==> src/hw/rtl/swm2d_pkg.sv <==
// Package with constants and types for the 2D median filter.
`timescale 1ns / 1ps
package swm2d_pkg;
  localparam int MAX_WIDTH  = 1024;
  localparam int MAX_HEIGHT = 4096;
  localparam int MAX_WINDOW = 7;
  localparam int PIXEL_BITS = 8;
  localparam int LINE_ROWS  = (MAX_WINDOW > 1) ? MAX_WINDOW - 1 : 1;
  localparam int COL_BITS   = $clog2(MAX_WIDTH);
  localparam int ROW_BITS   = $clog2(MAX_HEIGHT);
  localparam int SIDE_BITS  = $clog2(MAX_WINDOW + 1);
  localparam int WIN_N      = MAX_WINDOW * MAX_WINDOW;
  localparam int CNT_BITS   = $clog2(WIN_N + 1);
  localparam int CFG_DATA_BITS = 13;
  localparam int CFG_IDX_BITS  = 2;

  typedef enum logic [CFG_IDX_BITS-1:0] {
    REG_WIDTH  = 2'd0,
    REG_HEIGHT = 2'd1,
    REG_SIDE   = 2'd2
  } cfg_reg_t;

  typedef logic [PIXEL_BITS-1:0] pixel_t;

  // Tag that travels with each window column through the rank chain.
  typedef struct packed {
    logic emit;
    logic row_end;
    logic frame_end;
  } tag_t;
endpackage

==> src/hw/rtl/swm2d_rank_cell.sv <==
// One cell of the rank chain: counts window pixels below and equal to a candidate.
`timescale 1ns / 1ps
module swm2d_rank_cell (
  input  logic                                    clk,
  input  logic                                    en,
  input  logic [swm2d_pkg::MAX_WINDOW-1:0][swm2d_pkg::PIXEL_BITS-1:0] cand,
  input  logic [swm2d_pkg::MAX_WINDOW-1:0][swm2d_pkg::CNT_BITS-1:0]   lt_in,
  input  logic [swm2d_pkg::MAX_WINDOW-1:0][swm2d_pkg::CNT_BITS-1:0]   le_in,
  input  logic [swm2d_pkg::MAX_WINDOW-1:0][swm2d_pkg::PIXEL_BITS-1:0] col,
  input  logic [swm2d_pkg::MAX_WINDOW-1:0]                            col_ok,
  output logic [swm2d_pkg::MAX_WINDOW-1:0][swm2d_pkg::CNT_BITS-1:0]   lt_out,
  output logic [swm2d_pkg::MAX_WINDOW-1:0][swm2d_pkg::CNT_BITS-1:0]   le_out
);
  import swm2d_pkg::*;
  // Each candidate adds the count of this column's pixels below and equal to it.
  always_ff @(posedge clk) begin
    if (en) begin
      for (int k = 0; k < MAX_WINDOW; k++) begin
        logic [CNT_BITS-1:0] lt, le;
        lt = '0;
        le = '0;
        for (int m = 0; m < MAX_WINDOW; m++) begin
          if (col_ok[m] && col[m] < cand[k]) lt = lt + CNT_BITS'(1);
          if (col_ok[m] && col[m] <= cand[k]) le = le + CNT_BITS'(1);
        end
        lt_out[k] <= lt_in[k] + lt;
        le_out[k] <= le_in[k] + le;
      end
    end
  end
endmodule

==> config.mk <==
export PLATFORM = sky130hd
export DESIGN_NAME = swm2d_rank_cell
export DESIGN_NICKNAME = d
export VERILOG_FILES = /design/src/hw/rtl/swm2d_pkg.sv /design/src/hw/rtl/swm2d_rank_cell.sv
export SDC_FILE = /design/constraint.sdc
export NUM_CORES = 1
export LEC_CHECK = 0
export CAP_MARGIN = 15
export CORE_UTILIZATION = 61
export CTS_CLUSTER_SIZE = 24
export DETAILED_ROUTE_END_ITERATION = 10
export DONT_BUFFER_PORTS = 1
export PLACE_DENSITY_LB_ADDON = 0.08
export RECOVER_POWER = 25
export SYNTH_ARGS = -nofsm -noshare
export SYNTH_HDL_FRONTEND = slang
export SYNTH_SLANG_ARGS = --single-unit
==> constraint.sdc <==
create_clock -name clk -period 5.69 [get_ports clk]
set_input_delay 0 -clock clk [delete_from_list [all_inputs] [get_ports clk]]
set_output_delay 0 -clock clk [all_outputs]
set_load 0.01 [all_outputs]
==> impl_metrics.tcl, run 1 <==
set metrics [dict create \
    status "finished, violations left" \
    die_area_um2 31870 \
    cp-endpoint "le_out[23]$_DFFE_PP_" \
    io_buffers 0 \
    totalWireLength_um 58700 \
    cp_top_family "adder cells" \
    synthArstFlopShare_pct 0 \
    grt_max_degree 85 \
    drc 0 \
    power_per_cell_area_nw_per_um2 238.5 \
    die_y_um 178.5 \
    avgRoutedWirePerCell_um 22.60 \
    cp-start-kind "input port" \
    max_freq_ghz 0.1848 \
    fill_cells 2533 \
    gp_congestion 0.9365 \
    ant_nets 0 \
    min_path_type "input port to flip-flop" \
    fin_crit_sh_pct 95.09 \
    path_buf_inv 2 \
    synth_edf_count 84 \
    cts_setup_buffers 0 \
    grt_overflow 0 \
    ys_types 87 \
    leakagePower_nw 9.777 \
    first_iter_violations 1232 \
    fin_ws_ps 279.3 \
    cts.sinks 84 \
    crit_fanout 7 \
    grt_pass1_vias 16526 \
    relSlewSlack_pct -218.7 \
    cp.depth 27 \
    io_pins 289 \
    finalNetCount 2965 \
    cp.required_ps 5810 \
    drt_pass1_iterations 5 \
    die_w_um 178.5 \
    violations "capacitance limit, slew limit" \
    max-vdd-ir-drop_uv 170.2 \
    yosysWarnings 0 \
    cap_viol_max_count 1 \
    hold_depth 2 \
    grt_pass1_wl_um 88490 \
    crit_path_frequent_cell "ha_1" \
    cts_buffers 9 \
    cp.arrival_ps 5530 \
    ys_seq_elements 84 \
    clockBufferDepth 2 \
    worst_pin_slew_ps 4780 \
    routed-via-count 16948 \
    drv_slew 85 \
    clk_pin_slew_ps 60 \
    cts_root_buf "clkbuf_16" \
    post-route-min-period_ps 5411 \
    n_antenna_cell 0 \
    hpwlAfterDp_um 45170 \
    critPathCaptureType "flip-flop" \
    track_usage_pct 36.75 \
    vias_per_cell 6.523 \
    critical_path.slowest_cell "ha_1" \
    cts_tree "yes" \
    layout_common_cells "ha_1 (548), a21oi_1 (163), inv_1 (154), xnor2_1 (115), nand2_1 (113)" \
    criticalPathCategory "input port to flip-flop" \
    antenna_found_initial 1 \
    setup_viol_count_final 0 \
    place_ws_ps -23.68 \
    avgSynthCellArea_um2 9.040 \
    syn_inst 2103 \
    final_common_cell "ha_1" \
    ys.flop_type "edfxtp_1" \
    rsz0062_at_grt "yes" \
    initial_core_util_pct 62.15 \
    synth_nets 2870 \
    p_total_mw 4.928 \
    hold_viol 0 \
    cp_slowest_stage_delay_ps 320 \
    cp-startpoint "col[8]" \
    htreeDepth 3 \
    fin_hold_ws_ps 13.44 \
    row_count 64 \
    drive_above_1_share_pct 6.857 \
    syn_area_um2 19010 \
    syn_to_final_growth_pct 8.681 \
    core-area_um2 30590 \
    ys_seq_area_share_pct 13.27 \
]
## worst min path at each step
stage                          from  slack (ps)                   end
final                     le_in[22]          10  le_out[22]$_DFFE_PP_
after global routing      le_in[22]          10  le_out[22]$_DFFE_PP_
after CTS                 lt_in[39]           1  lt_out[39]$_DFFE_PP_
after detailed placement         en         120  le_out[29]$_DFFE_PP_
after global placement           en         120  le_out[29]$_DFFE_PP_
after floorplan                  en         110   le_out[0]$_DFFE_PP_
## power breakdown
part / leakage, nW / total, mW / switching (mW) / internal, mW
Combinational: 8.80 / 2.94 / 1.58 / 1.36
Sequential: 0.822 / 1.28 / 0.207 / 1.07
Clock: 0.156 / 0.705 / 0.279 / 0.426
## through the flow
stage / utilization (%) / setup TNS, ps / instances / instance area [um2]
4_1_cts: 67.54 / 0 / 2598 / 20660
3_3_place_gp: 64.54 / 0 / 2526 / 19740
5_1_grt: 67.54 / -47.85 / 2598 / 20660
3_5_place_dp: 64.54 / -27.87 / 2526 / 19740
2_1_floorplan: - / 0 / 2103 / 19010
6_report: 67.54 / 0 / 2598 / 20660
## cell families (layout without fill, tap and decap cells)
kind of cell | count (synthesis) | after routing | synth area share, %
buffers and inverters | 169 | 268 | 3.363
xor gates and xnor gates | 201 | 201 | 10.43
and+or+nand+nor | 577 | 577 | 16.91
muxes | 51 | 51 | 2.929
DFF | 84 | 84 | 13.27
AOI/OAI and AO/OA | 455 | 455 | 15.35
adders and majority gates | 566 | 566 | 37.75
## Yosys cell counts, types with 4 or more instances
| cell type | number | area share (%) |
|---|---|---|
| nor2b_1 | 77 | 2.5 |
| xor2_1 | 65 | 3.0 |
| a211o_1 | 5 | 0.23 |
| o21ai_0 | 84 | 2.2 |
| o21bai_1 | 18 | 0.71 |
| nor4bb_1 | 6 | 0.32 |
| ha_1 | 548 | 36 |
| and4b_1 | 9 | 0.47 |
| nand4b_1 | 13 | 0.60 |
| inv_1 | 156 | 3.1 |
| xnor2_1 | 116 | 5.3 |
| a21o_1 | 51 | 2.0 |
| mux2_2 | 36 | 2.1 |
| or2_2 | 16 | 0.53 |
| o22ai_1 | 4 | 0.13 |
| o21a_1 | 19 | 0.75 |
| a41o_1 | 4 | 0.21 |
| nand2_1 | 113 | 2.2 |
| clkbuf_1 | 8 | 0.16 |
| mux2i_1 | 14 | 0.74 |
| a41oi_1 | 4 | 0.18 |
| xnor2_2 | 5 | 0.43 |
| o32ai_1 | 5 | 0.23 |
| a31oi_1 | 9 | 0.30 |
| and2_1 | 8 | 0.26 |
| o211ai_1 | 25 | 0.99 |
| fa_1 | 14 | 1.5 |
| nand4_1 | 70 | 2.3 |
| o2111ai_1 | 4 | 0.18 |
| nor4b_1 | 4 | 0.18 |
| nor3b_1 | 7 | 0.28 |
| a21oi_1 | 164 | 4.3 |
| maj3_1 | 4 | 0.21 |
| nor2_1 | 81 | 1.6 |
| o21ai_1 | 14 | 0.37 |
| and4_1 | 5 | 0.23 |
| nand2b_1 | 29 | 0.95 |
| a211oi_1 | 6 | 0.24 |
| xor2_2 | 6 | 0.51 |
| nand3_1 | 68 | 1.8 |
| nor3_1 | 19 | 0.50 |
| edfxtp_1 | 84 | 13 |
| o31ai_1 | 9 | 0.36 |
| or3_1 | 6 | 0.20 |
| and3_1 | 28 | 0.92 |
## layout make-up
class | count | area (um2) | share of cell area (%)
timing repair buffer | 94 | 842.1 | 4.076
clock inverter | 5 | 101.3 | 0.4905
inverter | 159 | 604.3 | 2.925
sequential | 84 | 2522 | 12.21
multi-input combinational | 1850 | 15870 | 76.79
clock buffer | 10 | 229.0 | 1.108
tap | 396 | 495.5 | 2.398
## flip-flops by register name, indices dropped and copies added, names as in the netlist
register	cells
le_out	42
lt_out	42
## routing by layer
metal	up-vias	global-route usage, %	part of all wire (%)
met3	178	8.227	9.4
li1	8028	-	-
met1	8031	44.53	40
met4	0	19.88	5.6
met2	711	60.17	45
met5	-	0	0
## timing repair
item                                    in CTS  in global routing
endpoints found under the setup margin       0                  3
hold buffers                                57                  0
endpoints found under the hold margin      140                  0
gates resized for setup                      0                  6
Power figures use the tool's default switching activity.
==> inputs of run 2 (changes only) <==
--- a/config.mk
+++ b/config.mk
@@ -6,7 +6,7 @@
 export NUM_CORES = 1
 export LEC_CHECK = 0
 export CAP_MARGIN = 15
-export CORE_UTILIZATION = 61
+export CORE_UTILIZATION = 47
 export CTS_CLUSTER_SIZE = 24
 export DETAILED_ROUTE_END_ITERATION = 10
 export DONT_BUFFER_PORTS = 1
==> impl_metrics.tcl, run 2 (same netlist as run 1, synthesis figures left out) <==
set metrics [dict create \
    drv_slew 85 \
    post-route-min-period_ps 5531 \
    cap_viol_max_count 1 \
    cts_buffers 9 \
    drive_above_1_share_pct 11.16 \
    cts_root_buf "clkbuf_16" \
    wl_met2_um 28620 \
    routed.top_layer "met4" \
    leakagePower_nw 10.11 \
    relSlewSlack_pct -229.6 \
    layout_common_cells "ha_1 (530), a21oi_1 (152), inv_1 (145), nand2_1 (112), xnor2_1 (111)" \
    grt_max_degree 85 \
    met1_length_um 27050 \
    violations "capacitance limit, slew limit" \
    place_ws_ps -32.04 \
    worst_pin_slew_ps 4944 \
    drc 0 \
    dp.cells 2663 \
    finalNetCount 3039 \
    path_cells "inv_1 -> ha_1 -> a21oi_1 -> nor2b_1 -> o21ai_0 -> and4b_2 -> inv_1 -> ha_1 -> o31ai_2 -> ha_1 -> mux2_4 -> ha_1 -> mux2_2 -> ha_1 -> mux2_2 -> ha_1 -> mux2_2 -> ha_1 -> a21o_1 -> a21oi_2 -> o21bai_1 -> a21oi_1 -> xnor2_1 -> dlygate4sd3_1" \
    criticalPathCategory "input port to flip-flop" \
    fin_crit_sh_pct 97.20 \
    fin_ws_ps 159.1 \
    multiInputGateArea_um2 16260 \
    fill_cells 3659 \
    fin_hold_ws_ps 124.1 \
    max-vdd-ir-drop_uv 151.9 \
    setup-tns-final_ps 0 \
    ant_nets 0 \
    first_iter_violations 1001 \
    grt_pass1_vias 16569 \
    seq_area_um2 2522 \
    avgRoutedWirePerCell_um 22.30 \
    min_path_type "input port to flip-flop" \
    cts_tree "yes" \
    met3_length_um 3717 \
    layoutNonFillerInstCount 2801 \
    initial_core_util_pct 47.74 \
    io_pins 289 \
    totalWireLength_um 62470 \
    die_w_um 203.1 \
    grt_overflow 0 \
    holdCritStartpoint "lt_in[13]" \
    core-area_um2 39820 \
    cp.arrival_ps 5680 \
    cp-start-kind "input port" \
    final_common_cell "ha_1" \
    track_usage_pct 30.03 \
    cts.sinks 84 \
    hold_viol 0 \
    critical_path.slowest_cell "dlygate4sd3_1" \
    vias_per_cell 6.000 \
    n_antenna_cell 0 \
    clockBufferDepth 2 \
    clk_pin_slew_ps 70 \
    reg_top3 "le_out x42, lt_out x42" \
    critPathCaptureType "flip-flop" \
    max_freq_ghz 0.1808 \
    htreeDepth 3 \
    cp.required_ps 5830 \
    antenna_found_initial 0 \
    io_buffers 0 \
    row_count 73 \
    setup_viol_count_final 0 \
    power_per_cell_area_nw_per_um2 228.8 \
    syn_to_final_growth_pct 14.87 \
    die_area_um2 41260 \
    cp-startpoint "cand[29]" \
    routed-via-count 16807 \
    crit_fanout 7 \
    crit_path_frequent_cell "ha_1" \
    hpwlAfterDp_um 48390 \
    status "finished, violations left" \
    drt_pass1_iterations 5 \
    die_y_um 203.1 \
    fin_util_pct 54.84 \
    cp_slowest_stage_delay_ps 570 \
    gp_congestion 0.9625 \
    grt_pass1_wl_um 93310 \
]
==> run 2: cell types whose count changed in the layout (fill, tap and decap cells not counted), sizes merged <==
cell         change
buf             +37
bufinv           -3
clkinv           +3
clkinvlp         +6
dlygate4sd3     +36
inv              -5
==> run 2: worst paths after layout <==
check	end	slack, ps	depth (start not counted)
worst max-delay path	lt_out[23]$_DFFE_PP_	160	24
worst min-delay path	lt_out[15]$_DFFE_PP_	120	4
==> run 2: final cells by class <==
class | count | area share, %
Clock inverter | 6 | 0.1490
Sequential cell | 84 | 11.55
Timing Repair Buffer | 168 | 6.950
Tap cell | 525 | 3.008
Clock buffer | 9 | 1.031
Inverter | 159 | 2.853
Multi-Input combinational cell | 1850 | 74.46
==> run 2: power by group <==
group,internal (mW),switching [mW]
registers,1.07,0.211
clock network,0.288,0.291
logic,1.50,1.63
==> run 2: per-stage QoR <==
step                      power, mW  area (um2)
after floorplan               3.542       19010
after global placement        4.051       19960
after detailed placement      4.166       19960
after CTS                     4.857       21170
after global routing          5.483       21840
final                         4.996       21840
==> run 2: critical path, delay by kind of cell <==
family                   cells  cell delay (ps)
AND/OR/NAND/NOR              2              370
AO/OA/AOI/OAI                7             1230
buffers and inverters        3              870
XOR/XNOR                     1               80
adder cells (fa/ha/maj)      7             1960
multiplexers                 4             1160
==> run 2: timing repair <==
| action | in CTS | in global routing |
|---|---|---|
| endpoints found under the hold margin | 168 | 0 |
| gates resized for setup | 0 | 92 |
| hold buffers | 93 | 0 |
| setup endpoints to repair | 0 | 9 |
| setup buffers | 0 | 29 |
==> run 2: metal layers <==
| layer | vias to the layer above | global-route usage (%) |
|---|---|---|
| met5 | - | 0 |
| met4 | 0 | 14.55 |
| met3 | 121 | 5.072 |
| met2 | 484 | 49.71 |
| met1 | 8025 | 37.71 |
| li1 | 8177 | - |
